--- config.mk ---
export PLATFORM = sky130hd
export DESIGN_NAME = lrc_frame_parser
export DESIGN_NICKNAME = d
export VERILOG_FILES = /design/src/rtl/lrc_fp_pkg.sv /design/src/rtl/lrc_frame_parser.sv
export SDC_FILE = /design/constraint.sdc
export NUM_CORES = 1
export LEC_CHECK = 0
export ABC_CLOCK_PERIOD_IN_PS = 6600
export BUFFER_PORTS_ARGS = -buffer_cell sky130_fd_sc_hd__buf_2
export CAP_MARGIN = 10
export CORE_MARGIN = 4
export CORE_UTILIZATION = 40
export DETAILED_ROUTE_END_ITERATION = 8
export HOLD_SLACK_MARGIN = 0.15
export MAX_ROUTING_LAYER = met4
export PLACE_DENSITY = 0.69
export SLEW_MARGIN = 20
export SYNTH_ARGS = -nofsm -noshare
export SYNTH_HDL_FRONTEND = slang
export SYNTH_SLANG_ARGS = --single-unit
--- constraint.sdc ---
create_clock -name clk -period 6.6 [get_ports clk]
set_clock_uncertainty 0.15 [all_clocks]
set_input_delay 0.33 -clock clk [delete_from_list [all_inputs] [get_ports clk]]
set_output_delay 0.33 -clock clk [all_outputs]
set_load 0.1 [all_outputs]
--- src/rtl/lrc_fp_pkg.sv ---
// ----------------------------------------------------------------------------
// lrc_fp_pkg
// Shared types and constants for the LRC-checked frame parser.
// ----------------------------------------------------------------------------
package lrc_fp_pkg;

    localparam int MAX_DATA_LEN_DEF = 512;
    localparam int HEADER_BYTES     = 9;
    localparam int LEN_W            = 16;
    localparam int FLEN_W           = 10;
    localparam int ERR_W            = 32;
    localparam int APB_ADDR_W       = 3;
    localparam int APB_DATA_W       = 32;

    localparam logic [7:0] SOF_RESET = 8'd17;

    // register index decoded from paddr[2]
    localparam logic REG_SOF = 1'b0;

    typedef enum logic [2:0] {
        EV_TAKEN   = 3'd0,
        EV_PAYLOAD = 3'd1,
        EV_GOOD    = 3'd2,
        EV_BAD     = 3'd3,
        EV_DROP    = 3'd4
    } ev_t;

    typedef struct packed {
        ev_t                 event_res;
        logic [7:0]          payload_byte;
        logic [LEN_W-1:0]    frame_cmd;
        logic [LEN_W-1:0]    frame_status;
        logic [FLEN_W-1:0]   frame_length;
        logic [ERR_W-1:0]    errors_seen;
    } res_t;

endpackage

--- src/rtl/lrc_frame_parser.sv ---
// ----------------------------------------------------------------------------
// lrc_frame_parser
// Hunts for the start byte, checks the header LRCs, passes payload bytes
// through and checks the closing LRC; one result word per received byte.
// ----------------------------------------------------------------------------
//
//  channel   direction  handshake                 payload
//  input     in         in_valid / in_stall       rx_byte
//  output    out        out_valid / out_stall     event_res, payload_byte,
//                                                 frame_cmd, frame_status,
//                                                 frame_length, errors_seen
//  config    in         APB psel/penable/pready   paddr, pwdata, prdata
//
//  One byte per cycle sustained while in_stall is low. The frame state is
//  updated in the cycle a word is taken; its result is registered into
//  the output register, or into the skid register behind it when that is
//  stalled. The skid holds one more, so in_stall rises only when both are
//  full; it comes straight from a flop. Reset clears the frame state, the
//  error count and sets the start byte to 17; no clearing pass is needed.
//
module lrc_frame_parser #(
    parameter int MAX_DATA_LEN = lrc_fp_pkg::MAX_DATA_LEN_DEF
) (
    input  logic                                clk,
    input  logic                                rst_n,

    input  logic                                psel,
    input  logic                                penable,
    input  logic                                pwrite,
    input  logic [lrc_fp_pkg::APB_ADDR_W-1:0]   paddr,
    input  logic [lrc_fp_pkg::APB_DATA_W-1:0]   pwdata,
    output logic [lrc_fp_pkg::APB_DATA_W-1:0]   prdata,
    output logic                                pready,

    input  logic                                in_valid,
    output logic                                in_stall,
    input  logic [7:0]                          rx_byte,

    output logic                                out_valid,
    input  logic                                out_stall,
    output logic [2:0]                          event_res,
    output logic [7:0]                          payload_byte,
    output logic [lrc_fp_pkg::LEN_W-1:0]        frame_cmd,
    output logic [lrc_fp_pkg::LEN_W-1:0]        frame_status,
    output logic [lrc_fp_pkg::FLEN_W-1:0]       frame_length,
    output logic [lrc_fp_pkg::ERR_W-1:0]        errors_seen
);

    localparam int POS_W = $clog2(lrc_fp_pkg::HEADER_BYTES + MAX_DATA_LEN + 1);
    localparam int CMP_W = lrc_fp_pkg::LEN_W + 1;
    localparam int LEN_W = lrc_fp_pkg::LEN_W;

    localparam logic [POS_W-1:0] POS_HUNT  = POS_W'(0);
    localparam logic [POS_W-1:0] POS_LRC1  = POS_W'(1);
    localparam logic [POS_W-1:0] POS_CMD0  = POS_W'(2);
    localparam logic [POS_W-1:0] POS_CMD1  = POS_W'(3);
    localparam logic [POS_W-1:0] POS_STS0  = POS_W'(4);
    localparam logic [POS_W-1:0] POS_STS1  = POS_W'(5);
    localparam logic [POS_W-1:0] POS_LEN0  = POS_W'(6);
    localparam logic [POS_W-1:0] POS_LEN1  = POS_W'(7);
    localparam logic [POS_W-1:0] POS_LRC2  = POS_W'(8);
    localparam logic [POS_W-1:0] POS_HDR   = POS_W'(lrc_fp_pkg::HEADER_BYTES);
    localparam logic [LEN_W-1:0] LEN_LIMIT = LEN_W'(MAX_DATA_LEN);

    // configuration
    logic [7:0] sof_reg;
    logic       cfg_wr;

    // frame state
    logic [POS_W-1:0]            pos_reg, pos_next;
    logic [7:0]                  sum_reg, sum_next;
    logic [LEN_W-1:0]            cmd_reg, cmd_next;
    logic [LEN_W-1:0]            status_reg, status_next;
    logic [LEN_W-1:0]            length_reg, length_next;
    logic [lrc_fp_pkg::ERR_W-1:0] err_reg, err_next;

    // result path
    logic             in_take;
    logic             out_free;
    logic             out_valid_reg;
    logic             skid_valid_reg;
    lrc_fp_pkg::res_t out_reg;
    lrc_fp_pkg::res_t skid_reg;
    lrc_fp_pkg::res_t res_new;

    // work signals
    logic [7:0]       sum_add;
    logic [CMP_W-1:0] frame_end;
    logic             err_inc;
    logic             is_sof;
    lrc_fp_pkg::ev_t  ev;
    logic [7:0]       pay;
    logic [lrc_fp_pkg::FLEN_W-1:0] flen;

    // ------------------------------------------------------------------
    // APB register
    // ------------------------------------------------------------------
    assign pready = 1'b1;
    assign cfg_wr = psel && penable && pwrite && pready && (paddr[2] == lrc_fp_pkg::REG_SOF);

    always_ff @(posedge clk or negedge rst_n)
    begin
        if (!rst_n)
        begin
            sof_reg <= lrc_fp_pkg::SOF_RESET;
        end
        else if (cfg_wr)
        begin
            sof_reg <= pwdata[7:0];
        end
    end

    always_comb
    begin
        prdata = '0;
        if (paddr[2] == lrc_fp_pkg::REG_SOF)
        begin
            prdata = {{(lrc_fp_pkg::APB_DATA_W-8){1'b0}}, sof_reg};
        end
    end

    // ------------------------------------------------------------------
    // frame state update
    // ------------------------------------------------------------------
    assign sum_add   = sum_reg + rx_byte;
    assign is_sof    = (rx_byte == sof_reg);
    assign frame_end = CMP_W'(lrc_fp_pkg::HEADER_BYTES) + {1'b0, length_reg};

    always_comb
    begin
        pos_next    = pos_reg;
        sum_next    = sum_reg;
        cmd_next    = cmd_reg;
        status_next = status_reg;
        length_next = length_reg;
        err_inc     = 1'b0;
        ev          = lrc_fp_pkg::EV_TAKEN;
        pay         = 8'd0;
        flen        = '0;

        if (pos_reg == POS_HUNT)
        begin
            if (is_sof)
            begin
                pos_next = POS_LRC1;
                sum_next = rx_byte;
            end
            else
            begin
                err_inc = 1'b1;
                ev      = lrc_fp_pkg::EV_DROP;
            end
        end
        else if (pos_reg < POS_HDR)
        begin
            sum_next = sum_add;
            pos_next = pos_reg + POS_W'(1);
            if (pos_reg == POS_CMD0 || pos_reg == POS_CMD1)
            begin
                cmd_next = {cmd_reg[7:0], rx_byte};
            end
            else if (pos_reg == POS_STS0 || pos_reg == POS_STS1)
            begin
                status_next = {status_reg[7:0], rx_byte};
            end
            else if (pos_reg == POS_LEN0 || pos_reg == POS_LEN1)
            begin
                length_next = {length_reg[7:0], rx_byte};
            end

            if ((pos_reg == POS_LRC1 || pos_reg == POS_LRC2) && sum_add != 8'd0)
            begin
                // failed check: resync if the byte is itself a start byte
                err_inc  = 1'b1;
                ev       = lrc_fp_pkg::EV_DROP;
                pos_next = is_sof ? POS_LRC1 : POS_HUNT;
                sum_next = is_sof ? rx_byte : 8'd0;
            end
            else if (pos_reg == POS_LRC2 && length_reg > LEN_LIMIT)
            begin
                err_inc  = 1'b1;
                ev       = lrc_fp_pkg::EV_DROP;
                pos_next = POS_HUNT;
                sum_next = 8'd0;
            end
        end
        else if (CMP_W'(pos_reg) < frame_end)
        begin
            sum_next = sum_add;
            pos_next = pos_reg + POS_W'(1);
            ev       = lrc_fp_pkg::EV_PAYLOAD;
            pay      = rx_byte;
        end
        else
        begin
            if (sum_add == 8'd0)
            begin
                ev   = lrc_fp_pkg::EV_GOOD;
                flen = length_reg[lrc_fp_pkg::FLEN_W-1:0];
            end
            else
            begin
                err_inc = 1'b1;
                ev      = lrc_fp_pkg::EV_BAD;
            end
            pos_next = POS_HUNT;
            sum_next = 8'd0;
        end

        err_next = err_reg + {{(lrc_fp_pkg::ERR_W-1){1'b0}}, err_inc};

        res_new.event_res    = ev;
        res_new.payload_byte = pay;
        res_new.frame_cmd    = cmd_next;
        res_new.frame_status = status_next;
        res_new.frame_length = flen;
        res_new.errors_seen  = err_next;
    end

    always_ff @(posedge clk or negedge rst_n)
    begin
        if (!rst_n)
        begin
            pos_reg    <= POS_HUNT;
            sum_reg    <= 8'd0;
            cmd_reg    <= '0;
            status_reg <= '0;
            length_reg <= '0;
            err_reg    <= '0;
        end
        else if (in_take)
        begin
            pos_reg    <= pos_next;
            sum_reg    <= sum_next;
            cmd_reg    <= cmd_next;
            status_reg <= status_next;
            length_reg <= length_next;
            err_reg    <= err_next;
        end
    end

    // ------------------------------------------------------------------
    // output register with skid stage
    // ------------------------------------------------------------------
    assign in_stall = skid_valid_reg;
    assign in_take  = in_valid && !skid_valid_reg;
    assign out_free = !out_valid_reg || !out_stall;

    always_ff @(posedge clk or negedge rst_n)
    begin
        if (!rst_n)
        begin
            out_valid_reg  <= 1'b0;
            skid_valid_reg <= 1'b0;
        end
        else if (out_free)
        begin
            // skid word goes first; input is stalled while it is held
            out_valid_reg  <= skid_valid_reg || in_take;
            skid_valid_reg <= 1'b0;
        end
        else if (in_take)
        begin
            skid_valid_reg <= 1'b1;
        end
    end

    always_ff @(posedge clk)
    begin
        if (out_free)
        begin
            if (skid_valid_reg)
            begin
                out_reg <= skid_reg;
            end
            else if (in_take)
            begin
                out_reg <= res_new;
            end
        end
        else if (in_take)
        begin
            skid_reg <= res_new;
        end
    end

    assign out_valid    = out_valid_reg;
    assign event_res    = out_reg.event_res;
    assign payload_byte = out_reg.payload_byte;
    assign frame_cmd    = out_reg.frame_cmd;
    assign frame_status = out_reg.frame_status;
    assign frame_length = out_reg.frame_length;
    assign errors_seen  = out_reg.errors_seen;

endmodule

==> impl_metrics.toml, run 1 <==
[run_status]
outcome = "completed"

[logic_synthesis]
seq_area_frac_synth = 0.596
ys_types = 66
netlist_area_um2 = 13100
ys_seq_elements = 278
synth-edff-count = 170
syn_area_per_cell_um2 = 12.6
async_flop_share = 0.388
yosysWarningCount = 0
yosys_most_used_dff = "edfxtp_1"
synth_cells = 1041

[die]
core_um2 = 32500
die_area_um2 = 35700
die_y_um = 189
chipWidth_um = 189
start_util = 0.404
rows = 66
ioPinCount = 170

[final_layout]
fin_area_um2 = 15300
largest_reg_flops = 85
diodes = 0
utilization = 0.472
area_growth_pct = 16.8
fillCellCount = 2887
ff_latch_area_um2 = 7810
multi_input_area_um2 = 5000
num-nets-final = 1257
layout-drive-gt1-share = 0.271

[place]
place_area_um2 = 14100
place_hpwl_um = 17900
place_congestion = 0.865
portBuffers = 118

[setup_path]
cp-start-kind = "flip-flop"
cp.arrival_ns = 6.15
crit_start = "length_reg[0]"
cp_max_fo = 12
crit_type = "reg -> reg"
worstReg2RegEnd = "errors_seen[28]"
r2r_start = "length_reg[0]"
r2r_setup_slack_ns = 0.60
required_ns = 6.75
ff2ff_path_depth = 22
crit_path_end_kind = "flip-flop"

[routing]
ant_nets = 0
met2_length_um = 13200
drt_pass1_iterations = 4
postRouteWirelength_um = 27500
highest_layer = "met4"
dr_total_vias = 8325
drc = 0
dr.first_iter.drc_count = 507
wl_met3_um = 1430
met1Wirelength_um = 12400
avgRoutedWirePerCell_um = 16.7
routed_via_density = 5.06

[pwr]
seqPwrFrac = 0.388
sw_frac_of_total = 0.393
power_frac_comb = 0.361
pwr-share-clk = 0.251
p_per_area_nw_per_um2 = 427
intPower_mw = 3.97
p_leak_nw = 6.55
power_mw = 6.53
peakVddDrop_v = 0.000270
p_sw_mw = 2.57

[global_route]
grt_pass1_wl_um = 44100
grt_usage = 0.155
antenna_found_initial = 0
grt_max_degree = 62
grt_pass1_vias = 8344
grt-ovfl-total = 0

[timing]
period_share = 0.909
tns_ns = 0
maxSlewHeadroom = 0.285
max_freq_ghz = 0.167
setup_viol = 0
hold_violations = 0
rsz0062_at_grt = "no"
report.final.slew_viol_count = 0
holdWs_ns = 0.206
period_minus_slack_ns = 6.00
worstMarginPinSlew_ns = 1.07

[clocking]
htreeDepth = 1
cts_sinks = 278
clk_path_buf_depth = 3
cts_tree = "built"
clkLatencyLatePin_ns = 0.55
root_buffer = "clkbuf_16"
numCtsBuffers = 30
cts.clk_slew.worst_paths_ns = 0.06
cts_resized = 0

[hold_path]
hold_class = "in -> async"

[flow_run]
cap_violations = 0
[worst max path at each step]
| stage | end | slack, ns | cells after the start |
|---|---|---|---|
| floorplan | skid_reg[0] | 0.64 | 6 |
| global placement | errors_seen[27] | 0.67 | 23 |
| detailed placement | errors_seen[29] | 0.62 | 23 |
| CTS | errors_seen[29] | 0.59 | 23 |
| global route | errors_seen[29] | 0.15 | 23 |
| finish | errors_seen[28] | 0.60 | 22 |
[cell usage in the layout, fill, tap and decap left out, types with 12 or more instances in the layout]
| master | count |
|---|---|
| a21oi_1 | 16 |
| a31oi_1 | 14 |
| and3_1 | 21 |
| buf_2 | 117 |
| buf_4 | 12 |
| clkbuf_16 | 30 |
| conb_1 | 25 |
| dfrtp_1 | 105 |
| dlygate4sd3_1 | 20 |
| edfxtp_1 | 170 |
| ha_1 | 26 |
| inv_1 | 12 |
| mux2_2 | 130 |
| nand2_1 | 151 |
| nand3_1 | 27 |
| nor2_1 | 58 |
| nor3_1 | 16 |
| xnor2_1 | 26 |
| xor2_1 | 56 |
[worst max-delay path: stages (launching register included)]
cell and delay [ns]:
dfrtp_1 0.43, ha_1 0.26, a21oi_2 0.25, nand3b_1 0.16, xor2_1 0.09, ha_1 0.32, nand3_1 0.08, nor3_1 0.18
o31ai_1 0.11, a22o_1 0.21, or4_4 0.63, nand2b_1 0.36, inv_2 0.15, a21o_1 0.19, ha_1 0.17, ha_1 0.20
and3_1 0.26, and3_1 0.27, nand3_1 0.22, or3_1 0.51, nor2_1 0.18, xor2_1 0.09, mux2_2 0.26
[final cells by class]
class / count / area share
Clock buffer: 42 / 0.0552
Clock inverter: 14 / 0.00883
Inverter: 13 / 0.00319
Multi-Input combinational cell: 706 / 0.327
Sequential cell: 278 / 0.510
Tap cell: 442 / 0.0361
Timing Repair Buffer: 151 / 0.0597
[cells by family after synthesis]
logic type,count (synthesis),share of synthesized area
flops,278,0.596
other cells,2,0.000573
simple gates,341,0.125
compound gates,94,0.0477
fa+ha+maj,27,0.0264
buf+inv,80,0.0323
xor+xnor,82,0.0548
mux,137,0.118
[power by group through the flow]
stage / Combinational (mW) / Sequential [mW] / Clock [mW]
after floorplan: 1.33 / 3.12 / 0
after global placement: 2.31 / 2.55 / 0
after detailed placement: 2.34 / 2.56 / 0
after CTS: 2.37 / 2.53 / 1.68
after global routing: 2.55 / 2.58 / 1.76
final: 2.36 / 2.53 / 1.64
[per-stage QoR]
step                instances  worst slack, ns
finish                   1646            0.604
global route             1646            0.150
CTS                      1645            0.591
detailed placement       1569            0.620
global placement         1568            0.672
floorplan                1064            0.635
[synth_stat cells, drive strengths merged (14+ instances only)]
library cell  number  share of area
xnor2             26          0.017
ha                26          0.025
mux2             137           0.12
a21oi             19         0.0075
buf               38          0.020
nand2            151          0.043
xor2              56          0.037
dfrtp            106           0.20
edfxtp           170           0.39
clkbuf            29         0.0083
a31oi             14         0.0067
nand3             27          0.010
nor2              59          0.017
o21ai             20         0.0076
nor3              19         0.0089
and3              21          0.010
[metal layers]
| metal | vias up | track usage |
|---|---|---|
| met3 | 36 | 0.0251 |
| met4 | 0 | 0.0362 |
| met5 | - | - |
| met2 | 218 | 0.255 |
| li1 | 3970 | - |
| met1 | 4101 | 0.204 |
[what timing repair did]
action	4_1_cts	5_1_grt
hold buffers	20	0
buffers inserted	0	0
endpoints found under the hold margin	74	0
No activity file was read; power rests on OpenSTA's default activity.
==> inputs of run 2 (changes only) <==
--- a/config.mk
+++ b/config.mk
@@ -8,7 +8,6 @@
 export ABC_CLOCK_PERIOD_IN_PS = 6600
 export BUFFER_PORTS_ARGS = -buffer_cell sky130_fd_sc_hd__buf_2
 export CAP_MARGIN = 10
-export CORE_MARGIN = 4
 export CORE_UTILIZATION = 40
 export DETAILED_ROUTE_END_ITERATION = 8
 export HOLD_SLACK_MARGIN = 0.15
==> impl_metrics.toml, run 2 (synthesized netlist as in run 1, its figures left out) <==
[timing]
tns_ns = 0
holdWs_ns = 0.219
setup_viol = 0
report.final.slew_viol_count = 0
hold_violations = 0
maxSlewHeadroom = 0.266
worstMarginPinSlew_ns = 1.10
rsz0062_at_grt = "no"
layout_setup_ws_ns = 0.539
max_freq_ghz = 0.165
period_share = 0.918
period_minus_slack_ns = 6.06

[routing]
avgRoutedWirePerCell_um = 16.4
postRouteWirelength_um = 26800
dr_total_vias = 8412
dr.first_iter.drc_count = 463
ant_nets = 0
drc = 0
drt_pass1_iterations = 7
routed_via_density = 5.14

[final_layout]
utilization = 0.479
area_growth_pct = 16.4
fillCellCount = 2841
layout-drive-gt1-share = 0.267
diodes = 0
layout_common_cells = "edfxtp_1, nand2_1, mux2_2"
largest_reg_flops = 85
final_common_cell = "edfxtp_1"
num-nets-final = 1256

[setup_path]
r2r_setup_slack_ns = 0.54
ff2ff_path_depth = 22
worstReg2RegEnd = "errors_seen[27]"
slowest_stage = "or4_4"
crit_type = "reg -> reg"
crit_chain = "ha_1 > a21oi_2 > nand3b_1 > xor2_1 > ha_1 > nand3_1 > nor3_1 > o31ai_1 > a22o_1 > or4_4 > nand2b_1 > inv_2 > a21o_1 > ha_1 > and3_1 > nand4_1 > nor2b_1 > nand4_1 > or2_1 > nor2_1 > xor2_1 > mux2_2"
crit_top_cell = "ha_1"
cp-start-kind = "flip-flop"
crit_start = "length_reg[0]"
cp_slowest_stage_delay_ns = 0.63
cp-endpoint = "errors_seen[27]"
required_ns = 6.75
cp.arrival_ns = 6.21
r2r_start = "length_reg[0]"
cp_max_fo = 12
crit_path_end_kind = "flip-flop"

[clocking]
clk_path_buf_depth = 3
cts_tree = "built"
cts.clk_slew.worst_paths_ns = 0.06
cts_sinks = 278
root_buffer = "clkbuf_16"
numCtsBuffers = 30
clkLatencyLatePin_ns = 0.55
post_cts_buffers = 0
htreeDepth = 1

[die]
chipWidth_um = 183
ioPinCount = 170
die_area_um2 = 33500
core_um2 = 31900
die_y_um = 183
start_util = 0.411
rows = 65

[pwr]
p_leak_nw = 6.52
peakVddDrop_v = 0.000250
power_mw = 6.50
p_per_area_nw_per_um2 = 426

[global_route]
grt_max_degree = 62
grt_usage = 0.168
grt_pass1_wl_um = 44000
antenna_found_initial = 0
grt_pass1_vias = 8430
grt-ovfl-total = 0

[hold_path]
hold_class = "in -> async"

[place]
post-place-ws_ns = 0.594
place_hpwl_um = 17100
portBuffers = 118
place_congestion = 0.846

[flow_run]
cap_violations = 0

[run_status]
outcome = "completed"
==> run 2: changes by cell type in the layout (fill, tap and decap cells not counted), sizes merged <==
cell      previous run  this run
clkinvlp             1         2
buf                131       129
==> run 2: power by group <==
group | total [mW] | switching (mW) | leakage (nW) | internal, mW
Clock | 1.60 | 0.663 | 0.453 | 0.938
Sequential | 2.53 | 0.256 | 3.03 | 2.28
Combinational | 2.36 | 1.65 | 3.04 | 0.719
Total | 6.50 | 2.56 | 6.52 | 3.94
==> run 2: worst min-delay path by stage <==
stage / start / endpoint / slack (ns) / depth (start not counted)
2_1_floorplan: rst_n / cmd_reg[0] / -0.12 / 0
3_3_place_gp: rst_n / err_reg[26] / 0.25 / 1
3_5_place_dp: rst_n / err_reg[26] / 0.26 / 1
4_1_cts: rst_n / err_reg[28] / 0.24 / 2
5_1_grt: rst_n / err_reg[28] / 0.28 / 2
6_report: rst_n / err_reg[26] / 0.22 / 2
==> run 2: metal layers <==
| layer | track usage | up-vias | share of wire |
|---|---|---|---|
| li1 | - | 3963 | - |
| met1 | 0.214 | 4154 | 0.45 |
| met2 | 0.281 | 252 | 0.47 |
| met3 | 0.0246 | 43 | 0.052 |
| met4 | 0.0447 | 0 | 0.020 |
| met5 | - | - | 0 |
==> run 2: repair_timing <==
action	CTS	global route
gates resized for setup	0	0
hold endpoints to repair	76	0
hold buffers	20	0
==> run 2: critical path, delay by kind of cell (launching register included) <==
family,cells,cell delay (ns)
and+or+nand+nor,11,3.07
buffers and inverters,1,0.16
AOI/OAI and AO/OA,4,0.77
adders and majority gates,3,0.76
DFF,1,0.42
muxes,1,0.27
xor gates and xnor gates,2,0.18
==> run 2: through the flow <==
step,cell area (um2),instances
after floorplan,13200,1064
after CTS,15200,1636
final,15300,1638
after detailed placement,14100,1560
after global routing,15300,1638
after global placement,14100,1560
==> run 2: layout make-up <==
| type | instances | area [um2] | area share |
|---|---|---|---|
| sequential | 278 | 7810 | 0.512 |
| multi-input combinational | 706 | 5000 | 0.328 |
| timing repair buffer | 150 | 910 | 0.0596 |
| clock buffer | 41 | 813 | 0.0533 |
| tap | 435 | 544 | 0.0357 |
| clock inverter | 15 | 129 | 0.00845 |
| inverter | 13 | 48.8 | 0.00320 |
